## config.mk

```make
export PLATFORM = sky130hd
export DESIGN_NAME = dhoat_ctrl
export DESIGN_NICKNAME = d
export VERILOG_FILES = /design/src/design/dhoat_pkg.sv /design/src/design/dhoat_ctrl.sv
export SDC_FILE = /design/constraint.sdc
export NUM_CORES = 1
export LEC_CHECK = 0
export CORE_AREA = 5 5 42 44
export DETAILED_ROUTE_END_ITERATION = 8
export DIE_AREA = 0 0 47 49
export DONT_BUFFER_PORTS = 1
export SLEW_MARGIN = 20
export SYNTH_ARGS = -nofsm -noshare
export SYNTH_HDL_FRONTEND = slang
export SYNTH_SLANG_ARGS = --single-unit
```

## constraint.sdc

```tcl
create_clock -name clock -period 2.1 [get_ports clock]
set_input_delay 0.21 -clock clock [delete_from_list [all_inputs] [get_ports clock]]
set_output_delay 0.21 -clock clock [all_outputs]
set_load 0.02 [all_outputs]
```

## src/design/dhoat_pkg.sv

```systemverilog
package dhoat_pkg;

   localparam logic [1:0] REQ_INSERT = 2'd0;
   localparam logic [1:0] REQ_DELETE = 2'd1;
   localparam logic [1:0] REQ_SEARCH = 2'd2;

   localparam logic [2:0] ST_INSERTED = 3'd0;
   localparam logic [2:0] ST_UPDATED  = 3'd1;
   localparam logic [2:0] ST_DELETED  = 3'd2;
   localparam logic [2:0] ST_FOUND    = 3'd3;
   localparam logic [2:0] ST_NOTFOUND = 3'd4;
   localparam logic [2:0] ST_FULL     = 3'd5;

   localparam int HASH_STEPS = 6;
   // reciprocal product, then remainder
   localparam int MOD_STEPS  = 2;

   localparam logic [31:0] MIX_C0 = 32'h7ed55d16;
   localparam logic [31:0] MIX_C1 = 32'hc761c23c;
   localparam logic [31:0] MIX_C2 = 32'h165667b1;
   localparam logic [31:0] MIX_C3 = 32'hd3a2646c;
   localparam logic [31:0] MIX_C4 = 32'hfd7046c5;
   localparam logic [31:0] MIX_C5 = 32'hb55a4f09;

   // slot state memory word: {used, tombstone}
   localparam logic [1:0] SLOT_EMPTY = 2'b00;
   localparam logic [1:0] SLOT_TOMB  = 2'b01;
   localparam logic [1:0] SLOT_LIVE  = 2'b10;

   typedef struct packed {
      logic       load;
      logic       hash_step;
      logic [2:0] step_idx;
      logic       init;
      logic       pload;
      logic       mod_step;
      logic       rd;
      logic       eval;
      logic       fin;
      logic       clear;
      logic       rsp_load;
   } cmd_type;

   typedef struct packed {
      logic clr_last;
      logic stop;
      logic last_probe;
      logic noop;
   } sts_type;

   function automatic logic [31:0] asr(input logic [31:0] a, input int unsigned n);
      asr = 32'($signed(a) >>> n);
   endfunction

   function automatic logic [31:0] mix_first_step(input logic [31:0] a,
                                                  input logic [2:0] k);
      logic [31:0] r;
      case (k)
         3'd0: r = a + ~(a << 15);
         3'd1: r = a ^ asr(a, 10);
         3'd2: r = a + (a << 3);
         3'd3: r = a ^ asr(a, 6);
         3'd4: r = a + ~(a << 11);
         3'd5: r = a ^ asr(a, 16);
         default: r = a;
      endcase
      return r;
   endfunction

   function automatic logic [31:0] mix_second_step(input logic [31:0] a,
                                                   input logic [2:0] k);
      logic [31:0] r;
      case (k)
         3'd0: r = a + MIX_C0 + (a << 12);
         3'd1: r = a ^ MIX_C1 ^ asr(a, 19);
         3'd2: r = a + MIX_C2 + (a << 5);
         3'd3: r = (a + MIX_C3) ^ (a << 9);
         3'd4: r = a + MIX_C4 + (a << 3);
         3'd5: r = a ^ MIX_C5 ^ asr(a, 16);
         default: r = a;
      endcase
      return r;
   endfunction

endpackage

```

## src/design/dhoat_ctrl.sv

```systemverilog
module dhoat_ctrl (
   input  logic               clock,
   input  logic               reset,
   input  logic               req_valid,
   output logic               req_ready,
   output logic               rsp_valid,
   input  logic               rsp_ready,
   output dhoat_pkg::cmd_type cmd,
   input  dhoat_pkg::sts_type sts
);

   localparam logic [3:0] S_CLEAR = 4'd0;
   localparam logic [3:0] S_IDLE  = 4'd1;
   localparam logic [3:0] S_HASH  = 4'd2;
   localparam logic [3:0] S_INIT  = 4'd3;
   localparam logic [3:0] S_PLOAD = 4'd4;
   localparam logic [3:0] S_MOD   = 4'd5;
   localparam logic [3:0] S_READ  = 4'd6;
   localparam logic [3:0] S_EVAL  = 4'd7;
   localparam logic [3:0] S_FIN   = 4'd8;
   localparam logic [3:0] S_DONE  = 4'd9;

   logic [3:0] state_ff, state_in;
   logic [2:0] cnt_ff, cnt_in;
   logic       rsp_valid_ff, rsp_valid_in;
   logic       out_free;

   assign out_free  = !rsp_valid_ff || rsp_ready;
   assign req_ready = (state_ff == S_IDLE);
   assign rsp_valid = rsp_valid_ff;

   always_comb begin
      state_in     = state_ff;
      cnt_in       = cnt_ff;
      cmd          = '0;
      cmd.step_idx = cnt_ff;
      rsp_valid_in = rsp_valid_ff && !rsp_ready;
      unique case (state_ff)
         S_CLEAR: begin
            cmd.clear = 1'b1;
            if (sts.clr_last) state_in = S_IDLE;
         end
         S_IDLE: begin
            if (req_valid) begin
               cmd.load = 1'b1;
               cnt_in   = '0;
               state_in = S_HASH;
            end
         end
         S_HASH: begin
            cmd.hash_step = 1'b1;
            cnt_in        = cnt_ff + 3'd1;
            if (cnt_ff == 3'(dhoat_pkg::HASH_STEPS - 1)) state_in = S_INIT;
         end
         S_INIT: begin
            cmd.init = 1'b1;
            state_in = sts.noop ? S_FIN : S_PLOAD;
         end
         S_PLOAD: begin
            cmd.pload = 1'b1;
            cnt_in    = '0;
            state_in  = S_MOD;
         end
         S_MOD: begin
            cmd.mod_step = 1'b1;
            cnt_in       = cnt_ff + 3'd1;
            if (cnt_ff == 3'(dhoat_pkg::MOD_STEPS - 1)) state_in = S_READ;
         end
         S_READ: begin
            cmd.rd   = 1'b1;
            state_in = S_EVAL;
         end
         S_EVAL: begin
            cmd.eval = 1'b1;
            state_in = (sts.stop || sts.last_probe) ? S_FIN : S_PLOAD;
         end
         S_FIN: begin
            cmd.fin  = 1'b1;
            state_in = S_DONE;
         end
         S_DONE: begin
            if (out_free) begin
               cmd.rsp_load = 1'b1;
               rsp_valid_in = 1'b1;
               state_in     = S_IDLE;
            end
         end
         default: state_in = S_IDLE;
      endcase
   end

   always_ff @(posedge clock) begin
      if (reset) begin
         state_ff     <= S_CLEAR;
         cnt_ff       <= '0;
         rsp_valid_ff <= 1'b0;
      end else begin
         state_ff     <= state_in;
         cnt_ff       <= cnt_in;
         rsp_valid_ff <= rsp_valid_in;
      end
   end

endmodule

```

==> impl_results.md <==
* Buffer cell driving the clock tree root: sky130_fd_sc_hd__clkbuf_4
* Leading cell types in the layout, fill and taps excluded: sky130_fd_sc_hd__dfxtp_1, sky130_fd_sc_hd__nand2b_1, sky130_fd_sc_hd__buf_4
* Placeable core region at roughly 1400 um2
* Vias per std cell at 5.93
* Count of placed standard cells including taps at 85
* Place WS at 0.531 ns
* Area contributors post-synth: sky130_fd_sc_hd__dfxtp_1, sky130_fd_sc_hd__nand2b_1, sky130_fd_sc_hd__ha_1
* Number of global-route vias before repair at around 490
* Async S/R FF share, synth at 0%
* Relative area change from synthesis to final layout at 11.8%
* Worst VDD drop at 289 uV
* Total Die Area at 2300 um2
* Count of inserted antenna diode cells at 0
* Pin count of the biggest net entering global routing at 17
* Die height at 49 um
* Distinct cell type count after synthesis at 35
* Unrepaired setup endpoints after global routing: no
* Final Cycle Share at roughly 86%
* Maximum fanout encountered on the critical timing path at 13
* IO Pins at 23
* Worst slew margin at 66.3%
* Number of sinks driven by the clock tree at 8
* Post-Layout Inst Area at 629 um2
* PostCTS Resize Cnt at 0
* Commonest non-fill, non-tap cell in the layout: sky130_fd_sc_hd__dfxtp_1
* Count of input and output buffers at 0
* Req. time, crit path at 1.89 ns
* Synth warnings at 0
* Leak at 0.253 nW
* Avg Inst Size Synth at 8.40 um2
* Critical Path Start: state_ff[0]
* Maximum clock insertion buffer count at 2
* Total Routing Usage GR at 11.7%
* Maximum level of the CTS H-tree at 1
* Sequential share of the synthesized area at 28.4%
* Row Count at 14
* Count of final max-slew check failures at 0
* Number of antenna violations at the first check in global routing at 0
* Hold WC Path Type: input pin to register
* Crit Path Category: register to primary output
* Synth area leader: sky130_fd_sc_hd__dfxtp_1
* Final Worst Setup Slack at just under 0.3 ns
* Filler-free cell count of the finished design at 88
* Fin Setup TNS at 0 ns
* Ratio of total power to cell area at 567 nW/um2
* Routed wire per std cell at 14.8 um
* Number of buffers inserted by hold repair at cts at 0
* Final #Nets at 84
* Run status: complete, no violations
* Wire length of the first global-routing pass at a little over 2000 um
* Post-place instance area at 607 um2
* Startpoint of the worst-slack reg-to-reg timing path: cnt_ff[1]
* Final hold violations at 0
* Starting density of the core at between 40% and 50%
* Prevailing post-synth register cell: sky130_fd_sc_hd__dfxtp_1
* Detailed placer's ending HPWL at ~940 um
* Hold wc startpoint: reset
* Fraction of synthesized cell area taken by the top area cell type at 28.4%
* Number of detailed-routing iterations run before antenna repair at 4
* Setup crit end kind: primary output
* Synth Cell Area at 563 um2
* Total congestion overflow after global routing at 0
* Clock slew at reported path FFs at 0.06 ns
* Data arrival time of the critical path at between 1.5 and 2 ns
* Proportion of layout cells with a drive suffix above 1 at between 10% and 20%
* Via Count at 522
* Number of buffers inserted during clock tree synthesis at 3
* Count of state elements after synthesis at 8
* Sort of element at the start of the critical path: register
* Number of nets in the synthesized netlist at 77
* TritonCTS clock tree: built
* Fmax at 555 MHz
* Shortest clock period the worst path allows after layout at 1.80 ns
* Residual DRC at 0
* Clock Latency Late Sink at 0.25 ns
* Horizontal extent of the die at 47 um
* Worst hold slack at 0.0222 ns
* Largest clock skew in the final design at roughly 0.0044 ns
* Setup bufs post-CTS at 0
* Routability congestion estimate at ~0.73
* Transition time at the pin with the least slew margin at 0.505 ns
* Number of routed nets with antenna violations at 0
* Number of DRC markers after the initial detailed-route iteration at 15
* Setup violations, final at 0
* Count of flip-flops with a built-in enable after synthesis at 0
* Detailed-route wire length at 1300 um
* Max Cap Viol at 0
* Count of mapped cells out of synthesis at 67
-- stage by stage --
step | util [%] | power [mW]
5_1_grt | 44.9 | 0.374
3_3_place_gp | 43.3 | 0.242
3_5_place_dp | 43.3 | 0.243
4_1_cts | 44.9 | 0.360
2_1_floorplan | - | 0.227
6_report | 44.9 | 0.357
-- cells in the mapped netlist (2+ instances only) --
library cell and number:
sky130_fd_sc_hd__nor2b_1 3, sky130_fd_sc_hd__a21oi_1 3, sky130_fd_sc_hd__a211o_1 2, sky130_fd_sc_hd__dfxtp_1 8, sky130_fd_sc_hd__nor3_1 4, sky130_fd_sc_hd__nor4_1 3, sky130_fd_sc_hd__inv_1 2, sky130_fd_sc_hd__a211oi_1 2
sky130_fd_sc_hd__ha_1 2, sky130_fd_sc_hd__buf_2 2, sky130_fd_sc_hd__nor2_1 6, sky130_fd_sc_hd__nand2b_1 7
-- routing by layer --
metal  global-route usage, %  up-vias  share of wire (%)
met5                       0        -                  0
met4                    6.91        0                1.1
met3                    2.58        2                7.5
met2                    16.1       16                 48
met1                    16.2      247                 44
li1                        -      257                  -
-- power by group --
group          leakage, nW  internal [mW]  switching (mW)
combinational        0.174         0.0303          0.0333
sequential          0.0649          0.158          0.0182
clock               0.0138         0.0654          0.0521
total                0.253          0.253           0.104
-- worst paths after layout --
path                 endpoint  depth (start not counted)  slack [ns]
setup / recovery      cmd[12]                          3        0.30
hold / removal    state_ff[1]                          1        0.02
setup reg to reg  state_ff[0]                          5        0.52
hold reg to reg     cnt_ff[1]                          1        0.68
-- worst max-delay path, stage by stage (launching register included) --
cell and delay, ns:
sky130_fd_sc_hd__dfxtp_1 0.58, sky130_fd_sc_hd__nand2b_1 0.23, sky130_fd_sc_hd__nor3_1 0.24, sky130_fd_sc_hd__and2_1 0.28
-- cells by family (layout without fill, tap and decap cells) --
logic type | Yosys count | after routing | synth area share (%)
flops | 8 | 8 | 28.4
mux | 1 | 1 | 2.00
compound gates | 16 | 16 | 22.2
simple gates | 33 | 33 | 36.4
fa+ha+maj | 2 | 2 | 4.44
buf+inv | 7 | 12 | 6.44
-- state kept, by name, summed over array words and instances, names as in the netlist --
name and count:
state_ff 4, cnt_ff 3, rsp_valid 1
-- cell type report --
cell class,instances,area [um2]
clock buffers,3,22.5
fillers,155,772
inverters,2,7.51
multi-input cells,52,367
flip-flops and latches,8,160
well taps,16,20.0
repair buffers,7,52.6
Note: power is estimated with default switching activity, not from simulation.
